===== src/rtl/core/hsv_to_rgb888_macros.svh =====
// Assertion macros for the HSV to RGB888 converter.
`ifndef HSV_TO_RGB888_MACROS_SVH
`define HSV_TO_RGB888_MACROS_SVH
`ifndef SYNTHESIS
`define H2RGB_ASSERT_IMPL(lbl, ant, con) \
  lbl: assert property (@(posedge clk) disable iff (!rst_n) (ant) |-> (con)) \
    else $error("assertion failed");
`define H2RGB_ASSERT_NEXT(lbl, ant, con) \
  lbl: assert property (@(posedge clk) disable iff (!rst_n) (ant) |=> (con)) \
    else $error("assertion failed");
`else
`define H2RGB_ASSERT_IMPL(lbl, ant, con)
`define H2RGB_ASSERT_NEXT(lbl, ant, con)
`endif
`endif


===== src/rtl/core/h2rgb_pkg.sv =====
// Types and constants for the HSV to RGB888 converter.
`timescale 1ns / 1ps
`default_nettype none
package h2rgb_pkg;

  localparam int unsigned HUE_W  = 15;
  localparam int unsigned UNIT_W = 13;
  localparam int unsigned CHAN_W = 8;
  localparam int unsigned COMP_W = 25;   // Q24, up to 1.0 inclusive
  localparam int unsigned T_W    = 12;
  localparam int unsigned SECT_W = 3;
  localparam int unsigned CT_W   = COMP_W + T_W;
  localparam int unsigned QIN_W  = CT_W - 8;
  localparam int unsigned RECIP_W = 30;
  localparam int unsigned RECIP_SHIFT = 33;
  localparam int unsigned Q_W    = QIN_W + RECIP_W;

  localparam logic [HUE_W-1:0]  HUE_FULL    = 15'd23040;
  localparam logic [UNIT_W-1:0] UNIT_ONE    = 13'd4096;
  localparam logic [T_W-1:0]    SECTOR_SPAN = 12'd3840;
  // ceil(2^33 / 15): exact floor division by 15 for inputs below 2^29
  localparam logic [RECIP_W-1:0] RECIP_15   = 30'd572662307;

  typedef struct packed {
    logic [HUE_W-1:0]  hue;
    logic [UNIT_W-1:0] saturation;
    logic [UNIT_W-1:0] value_level;
  } hsv_pkt_t;

  typedef struct packed {
    logic [CHAN_W-1:0] red;
    logic [CHAN_W-1:0] green;
    logic [CHAN_W-1:0] blue;
    logic              out_of_range;
  } rgb_pkt_t;

  function automatic logic [HUE_W-1:0] sector_base(input logic [SECT_W-1:0] sec);
    logic [HUE_W-1:0] b;
    case (sec)
      3'd0:    b = 15'd0;
      3'd1:    b = 15'd3840;
      3'd2:    b = 15'd7680;
      3'd3:    b = 15'd11520;
      3'd4:    b = 15'd15360;
      default: b = 15'd19200;
    endcase
    return b;
  endfunction

  function automatic logic [CHAN_W-1:0] to_channel(input logic [COMP_W-1:0] comp);
    logic [COMP_W+7:0] p;
    p = {comp, 8'd0} - {8'd0, comp};
    return p[COMP_W+6:COMP_W-1];
  endfunction

endpackage
`default_nettype wire


===== src/rtl/core/hsv_to_rgb888.sv =====
// HSV to RGB888 converter, five register stages.
// Path: a beat accepted into stage 1 moves through stages 2, 3 and 4 and the
// output register to out_pixel, shown for one cycle; out_valid marks it.
// Throughput: one pixel per clock; busy is held low, the receiver cannot stall.
// Stage depth is set by the 25x12 chroma-by-t multiply and the 29x30
// reciprocal multiply for the divide by 3840.
// Reset: synchronous, rst_n low clears the valid bits of every stage.
`timescale 1ns / 1ps
`default_nettype none
`include "hsv_to_rgb888_macros.svh"
module hsv_to_rgb888 (
  input  wire logic                clk,
  input  wire logic                rst_n,
  input  wire logic                start,
  output logic                     busy,
  input  wire h2rgb_pkg::hsv_pkt_t in_pixel,
  output logic                     out_valid,
  output h2rgb_pkg::rgb_pkt_t      out_pixel
);

  localparam logic [h2rgb_pkg::COMP_W-1:0] COMP_MAX = 25'h1000000;

  // stage 1: range check, sector, t, chroma
  logic                               s1_valid_r, s1_valid_nxt;
  logic                               s1_oor_r, s1_oor_nxt;
  logic [h2rgb_pkg::SECT_W-1:0]       s1_sect_r, s1_sect_nxt;
  logic [h2rgb_pkg::T_W-1:0]          s1_t_r, s1_t_nxt;
  logic [h2rgb_pkg::COMP_W-1:0]       s1_chroma_r, s1_chroma_nxt;
  logic [h2rgb_pkg::UNIT_W-1:0]       s1_val_r;
  // stage 2: chroma*t, m, v
  logic                               s2_valid_r;
  logic                               s2_oor_r;
  logic [h2rgb_pkg::SECT_W-1:0]       s2_sect_r;
  logic [h2rgb_pkg::CT_W-1:0]         s2_ct_r, s2_ct_nxt;
  logic [h2rgb_pkg::COMP_W-1:0]       s2_m_r, s2_m_nxt;
  logic [h2rgb_pkg::COMP_W-1:0]       s2_vfull_r, s2_vfull_nxt;
  // stage 3: reciprocal product
  logic                               s3_valid_r;
  logic                               s3_oor_r;
  logic [h2rgb_pkg::SECT_W-1:0]       s3_sect_r;
  logic [h2rgb_pkg::Q_W-1:0]          s3_q_r, s3_q_nxt;
  logic [h2rgb_pkg::COMP_W-1:0]       s3_m_r;
  logic [h2rgb_pkg::COMP_W-1:0]       s3_vfull_r;
  // stage 4: channel components
  logic                               s4_valid_r;
  logic                               s4_oor_r;
  logic [h2rgb_pkg::COMP_W-1:0]       s4_r_r, s4_r_nxt;
  logic [h2rgb_pkg::COMP_W-1:0]       s4_g_r, s4_g_nxt;
  logic [h2rgb_pkg::COMP_W-1:0]       s4_b_r, s4_b_nxt;
  // stage 5: output
  logic                               out_valid_r;
  h2rgb_pkg::rgb_pkt_t                out_pixel_r, out_pixel_nxt;

  logic [h2rgb_pkg::HUE_W-1:0]        hue_w;
  logic [h2rgb_pkg::HUE_W-1:0]        frac_w;
  logic [2*h2rgb_pkg::UNIT_W-1:0]     vs_w;
  logic [h2rgb_pkg::COMP_W-1:0]       offset_w;
  logic [h2rgb_pkg::COMP_W-1:0]       xm_w;

  assign busy = 1'b0;
  assign s1_valid_nxt = start && !busy;

  always_comb begin
    s1_oor_nxt = (in_pixel.hue > h2rgb_pkg::HUE_FULL) ||
                 (in_pixel.saturation > h2rgb_pkg::UNIT_ONE) ||
                 (in_pixel.value_level > h2rgb_pkg::UNIT_ONE);
    hue_w = (in_pixel.hue == h2rgb_pkg::HUE_FULL) ? '0 : in_pixel.hue;
    if (hue_w < 15'd3840) begin
      s1_sect_nxt = 3'd0;
    end else if (hue_w < 15'd7680) begin
      s1_sect_nxt = 3'd1;
    end else if (hue_w < 15'd11520) begin
      s1_sect_nxt = 3'd2;
    end else if (hue_w < 15'd15360) begin
      s1_sect_nxt = 3'd3;
    end else if (hue_w < 15'd19200) begin
      s1_sect_nxt = 3'd4;
    end else begin
      s1_sect_nxt = 3'd5;
    end
    frac_w = hue_w - h2rgb_pkg::sector_base(s1_sect_nxt);
    if (s1_sect_nxt[0]) begin
      s1_t_nxt = h2rgb_pkg::SECTOR_SPAN - frac_w[h2rgb_pkg::T_W-1:0];
    end else begin
      s1_t_nxt = frac_w[h2rgb_pkg::T_W-1:0];
    end
    vs_w = in_pixel.value_level * in_pixel.saturation;
    s1_chroma_nxt = vs_w[h2rgb_pkg::COMP_W-1:0];
  end

  always_comb begin
    s2_ct_nxt    = {{h2rgb_pkg::T_W{1'b0}}, s1_chroma_r} *
                   {{h2rgb_pkg::COMP_W{1'b0}}, s1_t_r};
    s2_vfull_nxt = {s1_val_r, 12'd0};
    s2_m_nxt     = s2_vfull_nxt - s1_chroma_r;
  end

  // chroma*t / 3840 = (chroma*t >> 8) / 15
  assign s3_q_nxt = {{h2rgb_pkg::RECIP_W{1'b0}}, s2_ct_r[h2rgb_pkg::CT_W-1:8]} *
                    {{h2rgb_pkg::QIN_W{1'b0}}, h2rgb_pkg::RECIP_15};

  always_comb begin
    offset_w = s3_q_r[h2rgb_pkg::RECIP_SHIFT+h2rgb_pkg::COMP_W-1:h2rgb_pkg::RECIP_SHIFT];
    xm_w = offset_w + s3_m_r;
    case (s3_sect_r)
      3'd0: begin
        s4_r_nxt = s3_vfull_r; s4_g_nxt = xm_w;       s4_b_nxt = s3_m_r;
      end
      3'd1: begin
        s4_r_nxt = xm_w;       s4_g_nxt = s3_vfull_r; s4_b_nxt = s3_m_r;
      end
      3'd2: begin
        s4_r_nxt = s3_m_r;     s4_g_nxt = s3_vfull_r; s4_b_nxt = xm_w;
      end
      3'd3: begin
        s4_r_nxt = s3_m_r;     s4_g_nxt = xm_w;       s4_b_nxt = s3_vfull_r;
      end
      3'd4: begin
        s4_r_nxt = xm_w;       s4_g_nxt = s3_m_r;     s4_b_nxt = s3_vfull_r;
      end
      default: begin
        s4_r_nxt = s3_vfull_r; s4_g_nxt = s3_m_r;     s4_b_nxt = xm_w;
      end
    endcase
  end

  always_comb begin
    out_pixel_nxt.out_of_range = s4_oor_r;
    if (s4_oor_r) begin
      out_pixel_nxt.red   = '0;
      out_pixel_nxt.green = '0;
      out_pixel_nxt.blue  = '0;
    end else begin
      out_pixel_nxt.red   = h2rgb_pkg::to_channel(s4_r_r);
      out_pixel_nxt.green = h2rgb_pkg::to_channel(s4_g_r);
      out_pixel_nxt.blue  = h2rgb_pkg::to_channel(s4_b_r);
    end
  end

  always_ff @(posedge clk) begin
    if (!rst_n) begin
      s1_valid_r  <= 1'b0;
      s2_valid_r  <= 1'b0;
      s3_valid_r  <= 1'b0;
      s4_valid_r  <= 1'b0;
      out_valid_r <= 1'b0;
    end else begin
      s1_valid_r  <= s1_valid_nxt;
      s2_valid_r  <= s1_valid_r;
      s3_valid_r  <= s2_valid_r;
      s4_valid_r  <= s3_valid_r;
      out_valid_r <= s4_valid_r;
    end
  end

  always_ff @(posedge clk) begin
    s1_oor_r    <= s1_oor_nxt;
    s1_sect_r   <= s1_sect_nxt;
    s1_t_r      <= s1_t_nxt;
    s1_chroma_r <= s1_chroma_nxt;
    s1_val_r    <= in_pixel.value_level;
    s2_oor_r    <= s1_oor_r;
    s2_sect_r   <= s1_sect_r;
    s2_ct_r     <= s2_ct_nxt;
    s2_m_r      <= s2_m_nxt;
    s2_vfull_r  <= s2_vfull_nxt;
    s3_oor_r    <= s2_oor_r;
    s3_sect_r   <= s2_sect_r;
    s3_q_r      <= s3_q_nxt;
    s3_m_r      <= s2_m_r;
    s3_vfull_r  <= s2_vfull_r;
    s4_oor_r    <= s3_oor_r;
    s4_r_r      <= s4_r_nxt;
    s4_g_r      <= s4_g_nxt;
    s4_b_r      <= s4_b_nxt;
    out_pixel_r <= out_pixel_nxt;
  end

  assign out_valid = out_valid_r;
  assign out_pixel = out_pixel_r;

  `H2RGB_ASSERT_NEXT(a_accept_enters, start && !busy, s1_valid_r)
  `H2RGB_ASSERT_IMPL(a_t_bound, s1_valid_r && !s1_oor_r, s1_t_r <= h2rgb_pkg::SECTOR_SPAN)
  `H2RGB_ASSERT_IMPL(a_r_bound, s4_valid_r && !s4_oor_r, s4_r_r <= COMP_MAX)
  `H2RGB_ASSERT_IMPL(a_g_bound, s4_valid_r && !s4_oor_r, s4_g_r <= COMP_MAX)
  `H2RGB_ASSERT_IMPL(a_b_bound, s4_valid_r && !s4_oor_r, s4_b_r <= COMP_MAX)
  // with the flag set, it must be the only bit set
  `H2RGB_ASSERT_IMPL(a_oor_black, out_valid && out_pixel.out_of_range, $countones(out_pixel) == 1)

endmodule
`default_nettype wire

===== config.mk =====
export PLATFORM = sky130hd
export DESIGN_NAME = hsv_to_rgb888
export DESIGN_NICKNAME = d
export VERILOG_FILES = /design/src/rtl/core/h2rgb_pkg.sv /design/src/rtl/core/hsv_to_rgb888.sv
export VERILOG_INCLUDE_DIRS = /design/src /design/src/rtl/core
export SDC_FILE = /design/constraint.sdc
export NUM_CORES = 2
export LEC_CHECK = 0
export BUFFER_PORTS_ARGS = -buffer_cell sky130_fd_sc_hd__buf_4
export CORE_UTILIZATION = 53
export CTS_BUF_LIST = sky130_fd_sc_hd__clkbuf_8
export DETAILED_ROUTE_END_ITERATION = 10
export PLACE_DENSITY = 0.67
export SLEW_MARGIN = 10
export SYNTH_ARGS = -nofsm -noshare
export SYNTH_HDL_FRONTEND = slang
export SYNTH_SLANG_ARGS = --single-unit

===== constraint.sdc =====
create_clock -name clk -period 7.25 [get_ports clk]
set_input_delay 0.725 -clock clk [delete_from_list [all_inputs] [get_ports clk]]
set_output_delay 0.725 -clock clk [all_outputs]
set_load 0.1 [all_outputs]

==> out/metrics.cfg <==
[global_routing]
grt_max_degree=75
antenna_found_initial=1
grt_usage_pct=25.1
grt_overflow=0
grt_pass1_vias=25500
grt_pass1_wl_um=132000

[run]
drv_cap=0

[timing]
setup_viol=0
period_minus_slack_ps=6740
final.setup.tns_ps=0
hold_viol_final=0
finalClockSkew_ps=46.2
min_period_over_period_pct=93.0
hold_ws_ps=308
finalMaxSlewViolations=0
fmax_mhz=148
tightestPinTransition_ps=1010
rsz0062_at_grt=no
relSlewSlack_pct=32.4

[synthesis]
synth-seq-cells=298
ys_warn_count=0
syn-cell-area_mm2=0.0342
ys_seq_area_share_pct=17.5
synth_top_cell_by_area=fa_1
yosysTopAreaCellShare_pct=27.9
synthCells=3706
synth_edf_count=0
synth_fp_nets=4737
async_flop_share_pct=0
ys_top_cells_by_area=fa_1 (28%), ha_1 (19%), dfxtp_1 (17%)
synthTopCellsByCount=inv_1 (675), ha_1 (510), fa_1 (477), nand2_1 (416), dfxtp_1 (298)
synthFlopType=dfxtp_1
yosysUniqueCellTypes=71
syn_avg_cell_area_um2=9.22
yosysMostFrequentCell=inv_1

[drt]
drtIter0Drc=1440
vias_per_cell=5.38
drt_wl_total_um=80000
dr.pass1.iters=6
maxUsedRoutingLayer=met4
wl_per_cell_um=17.3
drc=0
routed-via-count=24900
ant_nets=0
wl_met3_um=4220
routed-wl-met2_um=38000
wl_met1_um=35800

[floorplanning]
core_region_area_mm2=0.0634
std_cell_rows=92
dieArea_mm2=0.0655
fp.dieH_um=256
die_w_um=256
start_util_pct=53.9
ios=71

[clock_tree]
clock_sinks=298
clk_latency_ps=650
hold_buffers=0
clk_path_buf_depth=3
cts_tree=done
cts_resized=0
clk_pin_slew_ps=60
cts_setup_buffers=0
cts-root-buf=clkbuf_8
cts_max_level=2
cts_inserted_buffers=52

[finish]
multi_input_area_mm2=0.0252
fillCellCount=5654
fin_nets=4780
seq_area_mm2=0.00597
drive_above_1_share_pct=5.41
area_growth_pct=7.68
design_area_mm2=0.0368
layout.cells.non_filler=4634
diodes=0

[placed_design]
place.port_buffers=69
place_area_mm2=0.0356
dp_hpwl_um=65400
dp.cells=4541
gp_congestion=0.892

[min_path]
min_from=s2_m_r[2]
hold_path_class=flop to flop

[setup_path]
cp-startpoint=s1_t_r[5]
crit_fanout=25
worst_ep_arrival_time_ps=7270
crit_required_ps=7780
cp-end-kind=flop
crit_type=flop to flop
critPathLaunchType=flop
r2r_start=s1_t_r[5]

[run_status]
status=complete, no violations

-- flip-flops by register name, indices dropped and copies added, names as in the netlist, 3 cells and up --
register	count
s2_m_r	25
s2_vfull_r	13
s1_val_r	13
s3_m_r	25
s3_sect_r	3
s2_ct_r	29
s4_b_r	25
s1_t_r	12
s2_sect_r	3
s4_r_r	25
out_pixel	25
s1_sect_r	3
s4_g_r	25
s3_q_r	25
s3_vfull_r	13
s1_chroma_r	25
-- worst max-delay path, stage by stage (launching register included) --
cell       delay [ps]
dfxtp_1           980
nand2_1           170
fa_1              490
fa_1              520
inv_1              60
fa_1              530
inv_1              50
fa_1              480
inv_1              50
fa_1              360
ha_1              350
a21o_1            160
a21o_1            160
a21o_1            190
a221o_1           380
a31oi_4           220
nor2_1             90
o211a_1           230
o311a_1           330
o2111a_1          310
o2111ai_1         190
or3b_1            360
-- stage by stage --
step	worst slack, ps	util (%)
floorplan	1050	-
global placement	651	56.1
detailed placement	530	56.1
CTS	572	58.0
global route	169	58.0
finish	506	58.0
-- layout by cell type, fill, tap and decap left out, types with 31 or more instances in the layout --
cell,synthesis,final
nor3_1,36,36
dfxtp_1,298,297
clkbuf_8,0,60
o21ai_0,118,118
nand3_1,31,31
and2_1,172,172
nand2_1,416,416
a21o_1,70,70
a21oi_1,149,149
nor2b_1,32,32
xnor2_1,108,108
fa_1,477,477
ha_1,510,510
nor2_1,124,124
buf_4,1,100
inv_1,675,683
xor2_1,38,38
-- worst paths after layout --
check,to,slack [ps],depth (start not counted)
max,s2_ct_r[36],510,21
max reg2reg,s2_ct_r[36],510,21
min,s3_m_r[2],310,0
min reg2reg,s3_m_r[2],310,0
-- cells by family after synthesis --
group                      Yosys count  synth area share, %
adders and majority gates          988                 46.7
and+or+nand+nor                    953                 13.4
buffers and inverters              786                 8.65
AOI/OAI and AO/OA                  530                 9.96
DFF                                298                 17.5
xor gates and xnor gates           146                 3.74
muxes                                4                0.117
other                                1               0.0110
-- per-layer routing --
metal	vias up	GRT usage (%)
met5	-	0
met4	0	6.37
met3	120	3.09
met2	673	42.3
met1	12100	34.3
li1	12000	-
-- area by class of cell --
type                            instances  area share [%]
Clock buffer                           60            2.24
Clock inverter                         33            1.11
Inverter                              675            6.89
Multi-Input combinational cell       2622            68.6
Sequential cell                       298            16.2
Tap cell                              846            2.88
Timing Repair Buffer                  100            2.04
Power is left out: the tool's default activity adds up to more than one toggle a clock period on the data nets, which glitch-free logic cannot reach.
